==> src/hdl/pts_ram.sv <==
// Generic single-port RAM with registered read data.
// No dependencies.
`default_nettype none

module pts_ram #(
    parameter int WIDTH = 32,
    parameter int DEPTH = 16
) (
    input  wire logic                                    i_clk,
    input  wire logic                                    i_we,
    input  wire logic [((DEPTH > 1) ? $clog2(DEPTH) : 1)-1:0] i_addr,
    input  wire logic [WIDTH-1:0]                        i_wdata,
    output logic      [WIDTH-1:0]                        o_rdata
);

    logic [WIDTH-1:0] r_mem [DEPTH];
    logic [WIDTH-1:0] r_rdata;

    always_ff @(posedge i_clk) begin
        if (i_we) begin
            r_mem[i_addr] <= i_wdata;
        end
        r_rdata <= r_mem[i_addr];
    end

    assign o_rdata = r_rdata;

endmodule

`default_nettype wire

==> config.mk <==
export PLATFORM = sky130hd
export DESIGN_NAME = pts_ram
export DESIGN_NICKNAME = d
export VERILOG_FILES = /design/src/hdl/pts_ram.sv
export SDC_FILE = /design/constraint.sdc
export NUM_CORES = 1
export LEC_CHECK = 0
export ABC_AREA = 1
export ABC_CLOCK_PERIOD_IN_PS = 6900
export BUFFER_PORTS_ARGS = -buffer_cell sky130_fd_sc_hd__buf_2
export CAP_MARGIN = 0
export CORE_MARGIN = 2
export CORE_UTILIZATION = 45
export CTS_BUF_LIST = sky130_fd_sc_hd__clkbuf_4 sky130_fd_sc_hd__clkbuf_8
export DETAILED_ROUTE_END_ITERATION = 8
export PLACE_DENSITY = 0.62
export RECOVER_POWER = 100
export SETUP_SLACK_MARGIN = 0.2
export SLEW_MARGIN = 20
export SYNTH_ARGS = -nofsm -noshare
export SYNTH_HDL_FRONTEND = slang
export SYNTH_SLANG_ARGS = --single-unit
export TNS_END_PERCENT = 10
==> constraint.sdc <==
create_clock -name i_clk -period 6.9 [get_ports i_clk]
set_input_delay 0.69 -clock i_clk [delete_from_list [all_inputs] [get_ports i_clk]]
set_output_delay 0.69 -clock i_clk [all_outputs]
set_load 0.05 [all_outputs]
==> reports/qor.csv, run 1 <==
metric,value,unit
critical-path-top-delay-family,buffers and inverters,
die_area,51200,µm²
synth_seq_cells,544,
drive_gt1_share,8.31,%
vdd.ir_drop.worst,0.136,mV
io_buffer_count,69,
post-route-period-util,71.4,%
ant_nets,0,
wirelength,50400,µm
violations,"max-capacitance violations, max-slew violations",
synth_top_area_cell,edfxtp_1,
slew_viol_final,238,
grt_max_degree,181,
row_count,81,
tritoncts,done,
hold_buffers,0,
pin_count,70,
drt-wirelength-per-cell,17.2,µm
clk_path_buf_depth,3,
areaGrowthSynthToFinish,11.8,%
ys_warn_count,0,
fin_nets,2238,
power_density,284,nW/µm²
grt.overflow.total,0,
cp-end-kind,register,
timing.fmax,203,MHz
drt_iter0_markers,1439,
synthTopCellsByArea,"edfxtp_1 (69%), nand2_1 (23%), dfxtp_1 (2.9%)",
r2r_slack,5.74,ns
setup-violations-final,0,
maxSlewHeadroom,-105,%
post-cts-setup-buffers,0,
tns,0,ns
antenna_found_initial,1,
gp_congestion,0.775,
gr-usage-all-layers,20.1,%
final_cells,2939,
grt_pass1_vias,13800,
slowest_stage,clkinvlp_2,
synth_cells,2113,
arrival,5.29,ns
worst_pin_slew,3.07,ns
status,"finished, violations left",
total_leakage_power,10.4,nW
synth_cell_types,13,
synth.avg_cell_area,10.5,µm²
cp_max_fo,63,
cts.repair.resized,0,
grt_first_pass_wirelength,77600,µm
routed_via_density,4.81,
cts_root_buf,clkbuf_8,
h-tree-depth,3,
ys_seq_area_share,72.1,%
chipHeight,226,µm
antenna_cells,0,
crit_required,7.27,ns
hpwl,26600,µm
rsz0062_at_grt,no,
critPathLaunchType,input pin,
drv_cap,9,
clkSinkCount,544,
final.fill_count,4364,
finClkSkew,0.0307,ns
multi_input_area,5340,µm²
clk_latency,0.68,ns
initial_core_util,45.5,%
clk_pin_slew,0.06,ns
synth_top_area_share,69.2,%
via_count,14100,
first_pass_iters,6,
netlist_area,22200,µm²
hp-class,in -> reg,
numCtsBuffers,90,
seq_area,16000,µm²
synth_nets,2151,
drc,0,
path_buf_inv,3,
whs,0.568,ns
dp_cells,2768,
period_needed,4.92,ns
hold_viol_final,0,
cpMostUsedCell,buf_4,
slowest_delay,2.20,ns
die_x,226,µm
path_cells,buf_4 -> clkinvlp_2 -> nand3_1 -> nor2_4 -> buf_4,
coreArea,48800,µm²
crit_type,in -> reg,
-- placed cells by master, fill, tap and decap left out, drive strengths merged --
cell type / n
nand3: 4
clkinvlp: 2
dfxtp: 32
edfxtp: 512
clkbuf: 213
clkinv: 19
inv: 75
nor2: 18
nand2: 1378
buf: 22
-- final timing paths --
| check | startpoint | endpoint | cells after the start |
|---|---|---|---|
| worst max-delay path | i_addr[1] | r_mem[1][15] | 5 |
| worst min-delay path | i_wdata[4] | r_mem[11][4] | 1 |
| worst max register to register | r_mem[9][16] | o_rdata[16] | 8 |
| worst min register to register | r_mem[0][18] | o_rdata[18] | 8 |
-- sequential cells by signal (all words and copies together), names as in the netlist --
register,cells
o_rdata,32
r_mem,512
-- layout make-up --
| class | count | share of cell area (%) |
|---|---|---|
| clock buffer | 142 | 6.88 |
| clock inverter | 25 | 0.564 |
| inverter | 71 | 1.11 |
| multi-input combinational | 1400 | 21.5 |
| sequential | 544 | 64.5 |
| tap | 664 | 3.34 |
| timing repair buffer | 93 | 2.13 |
-- metal layers --
layer / wire length, µm / share of wire [%] / global-route usage, %
met4: 995 / 2.0 / 7.05
met2: 23100 / 46 / 31.6
met5: 0 / 0 / 0
met1: 22800 / 45 / 27.8
met3: 3570 / 7.1 / 4.32
-- Yosys cell counts (all sizes together) --
cell type,number
buf,88
clkbuf,10
dfxtp,32
edfxtp,512
inv,71
nand2,1378
nand3,4
nor2,18
-- stage by stage --
| stage | area, µm² | setup slack, ns | power (W) | utilization (%) |
|---|---|---|---|---|
| 2_1_floorplan | 22200 | 3.72 | 0.00412 | - |
| 3_3_place_gp | 23000 | 2.80 | 0.00427 | 47.1 |
| 3_5_place_dp | 23100 | 2.85 | 0.00428 | 47.2 |
| 4_1_cts | 24900 | 3.57 | 0.00712 | 51.0 |
| 5_1_grt | 24800 | 1.74 | 0.00732 | 50.9 |
| 6_report | 24800 | 1.98 | 0.00706 | 50.9 |
-- report_power, final --
| part | switching [W] | internal (W) | leakage, nW | total, W |
|---|---|---|---|---|
| clock | 0.00127 | 0.00158 | 0.989 | 0.00285 |
| combinational | 0.000380 | 0.000104 | 4.49 | 0.000483 |
| sequential | 0.0000196 | 0.00370 | 4.89 | 0.00372 |
-- cell families after synthesis --
| logic type | count (synthesis) | synth area share [%] |
|---|---|---|
| buffers and inverters | 169 | 4.22 |
| AND/OR/NAND/NOR | 1400 | 23.7 |
| flip-flops | 544 | 72.1 |
No activity file was read; power rests on OpenSTA's default activity.
==> inputs of run 2 (changes only) <==
--- a/config.mk
+++ b/config.mk
@@ -6,7 +6,7 @@
 export NUM_CORES = 1
 export LEC_CHECK = 0
 export ABC_AREA = 1
-export ABC_CLOCK_PERIOD_IN_PS = 6900
+export ABC_CLOCK_PERIOD_IN_PS = 5000
 export BUFFER_PORTS_ARGS = -buffer_cell sky130_fd_sc_hd__buf_2
 export CAP_MARGIN = 0
 export CORE_MARGIN = 2
==> constraint.sdc (replaced) <==
create_clock -name i_clk -period 5 [get_ports i_clk]
set_input_delay 0.5 -clock i_clk [delete_from_list [all_inputs] [get_ports i_clk]]
set_output_delay 0.5 -clock i_clk [all_outputs]
set_load 0.05 [all_outputs]
==> run 2 against run 1 <==
The flow still finishes with violations (max-capacitance violations, max-slew violations). Final cell count down 0.14%. First-iteration DRC count fell by 14%. Core utilization decreased by 0.43 points.
==> reports/qor.csv, run 2 (synthesized netlist as in run 1, its figures left out) <==
metric,value,unit,change
status,"finished, violations left",,
violations,"max-capacitance violations, max-slew violations",,
ant_nets,0,,unchanged
grt_max_degree,213,,+18%
finClkSkew,0.0320,ns,+0.00127 ns
wirelength,50900,µm,+0.85%
pin_count,70,,unchanged
crit_required,5.25,ns,-2.02 ns
drc,0,,unchanged
path_buf_inv,3,,unchanged
grt_pass1_vias,13800,,+0.23%
die_area,51200,µm²,unchanged
place_area,23300,µm²,+0.97%
power_density,386,nW/µm²,+36%
die_x,226,µm,unchanged
critPathLaunchType,input pin,,
tritoncts,done,,
tns,0,ns,unchanged
post-cts-setup-buffers,0,,unchanged
clk_pin_slew,0.06,ns,about the same
final.fill_count,4423,,+1.4%
first_pass_iters,5,,-1
arrival,3.93,ns,-1.36 ns
coreArea,48800,µm²,unchanged
slowest_stage,nor2_1,,
slew_viol_final,297,,+25%
io_buffer_count,69,,unchanged
areaGrowthSynthToFinish,10.9,%,
cts_root_buf,clkbuf_8,,
path_cells,clkbuf_8 -> inv_8 -> nand3_1 -> nor2_1 -> clkbuf_1,,
final_common_cell,nand2_1,,
slowest_delay,1.18,ns,-1.02 ns
gr-usage-all-layers,20.5,%,+0.34 points
gp_congestion,0.762,,-1.7%
hp-class,in -> reg,,
maxSlewHeadroom,-73.8,%,+31 points
hold_buffers,0,,unchanged
grt_first_pass_wirelength,78900,µm,+1.6%
top_register,r_mem,,
post-route-period-util,73.8,%,
numCtsBuffers,86,,-4.4%
clk_latency,0.66,ns,-0.02 ns
hpwl,27700,µm,+4.2%
drt-wirelength-per-cell,17.3,µm,+0.99%
cts.repair.resized,0,,unchanged
vdd.ir_drop.worst,0.168,mV,+23%
via_count,14200,,+0.45%
cp_max_fo,106,,+68%
row_count,81,,unchanged
drive_gt1_share,7.53,%,-0.78 points
finalPower,0.00950,W,+35%
hold_viol_final,0,,unchanged
total_leakage_power,10.3,nW,-0.66%
final_cell_mix,"nand2_1 (1378), edfxtp_1 (512), clkbuf_8 (97)",,
critical-path-top-delay-family,buffers and inverters,,
drt_iter0_markers,1243,,-14%
clkSinkCount,544,,unchanged
fin_util,50.4,%,-0.43 points
h-tree-depth,3,,unchanged
worst_pin_slew,2.60,ns,-0.470 ns
fin_nets,2238,,unchanged
antenna_cells,0,,unchanged
setup-violations-final,0,,unchanged
timing.fmax,271,MHz,
final_area,24600,µm²,-0.85%
crit_type,in -> reg,,
clk_path_buf_depth,3,,unchanged
drv_cap,14,,+5
cp-end-kind,register,,
routed_via_density,4.84,,+0.59%
largest_reg_flops,512,,unchanged
rsz0062_at_grt,no,,
grt.overflow.total,0,,unchanged
antenna_found_initial,0,,-1
chipHeight,226,µm,unchanged
period_needed,3.69,ns,
initial_core_util,45.5,%,unchanged
[run 2: worst paths after layout]
kind	start	end	slack (ns)	cells past startpoint
min	i_wdata[4]	r_mem[11][4]	0.36	1
max	i_addr[0]	r_mem[0][3]	1.31	5
min reg2reg	r_mem[0][14]	o_rdata[14]	0.69	8
max reg2reg	r_mem[10][13]	o_rdata[13]	3.87	8
[run 2: metal layers]
metal	track usage, %	share of wire (%)	vias to the layer above
li1	-	-	6947
met1	28.2	44	6750
met2	32.7	47	426
met3	3.70	6.7	80
met4	7.28	2.2	0
met5	0	0	-
[run 2: cell type report]
cell class / instances / area, µm² / area share (%)
inverter: 71 / 275 / 1.12
timing repair buffer: 97 / 527 / 2.14
clock inverter: 29 / 134 / 0.543
sequential: 544 / 16000 / 65.0
multi-input combinational: 1400 / 5280 / 21.4
tap: 664 / 831 / 3.37
clock buffer: 130 / 1580 / 6.40
[run 2: through the flow]
stage                     worst slack (ns)  hold WS, ns  instances
after floorplan                       2.01        0.599       2113
after global placement                1.67        0.684       2765
after detailed placement              1.67        0.680       2776
after CTS                             2.36        0.167       2935
after global routing                  1.09        0.382       2935
final                                 1.31        0.358       2935
[run 2: power breakdown]
group	internal [W]	leakage, nW	switching [W]
registers	0.00510	4.89	0.0000300
logic	0.000140	4.50	0.000520
clock network	0.00201	0.918	0.00169
total	0.00726	10.3	0.00224
[run 2: worst register-to-register path: stages, from the launching register on]
cell and delay, ns:
edfxtp_1 0.37, nand2_1 0.08, nand2_1 0.06, nand2_1 0.06
nand2_1 0.16, nand2_1 0.10, nand2_1 0.07, inv_1 0.06
nand2_1 0.06
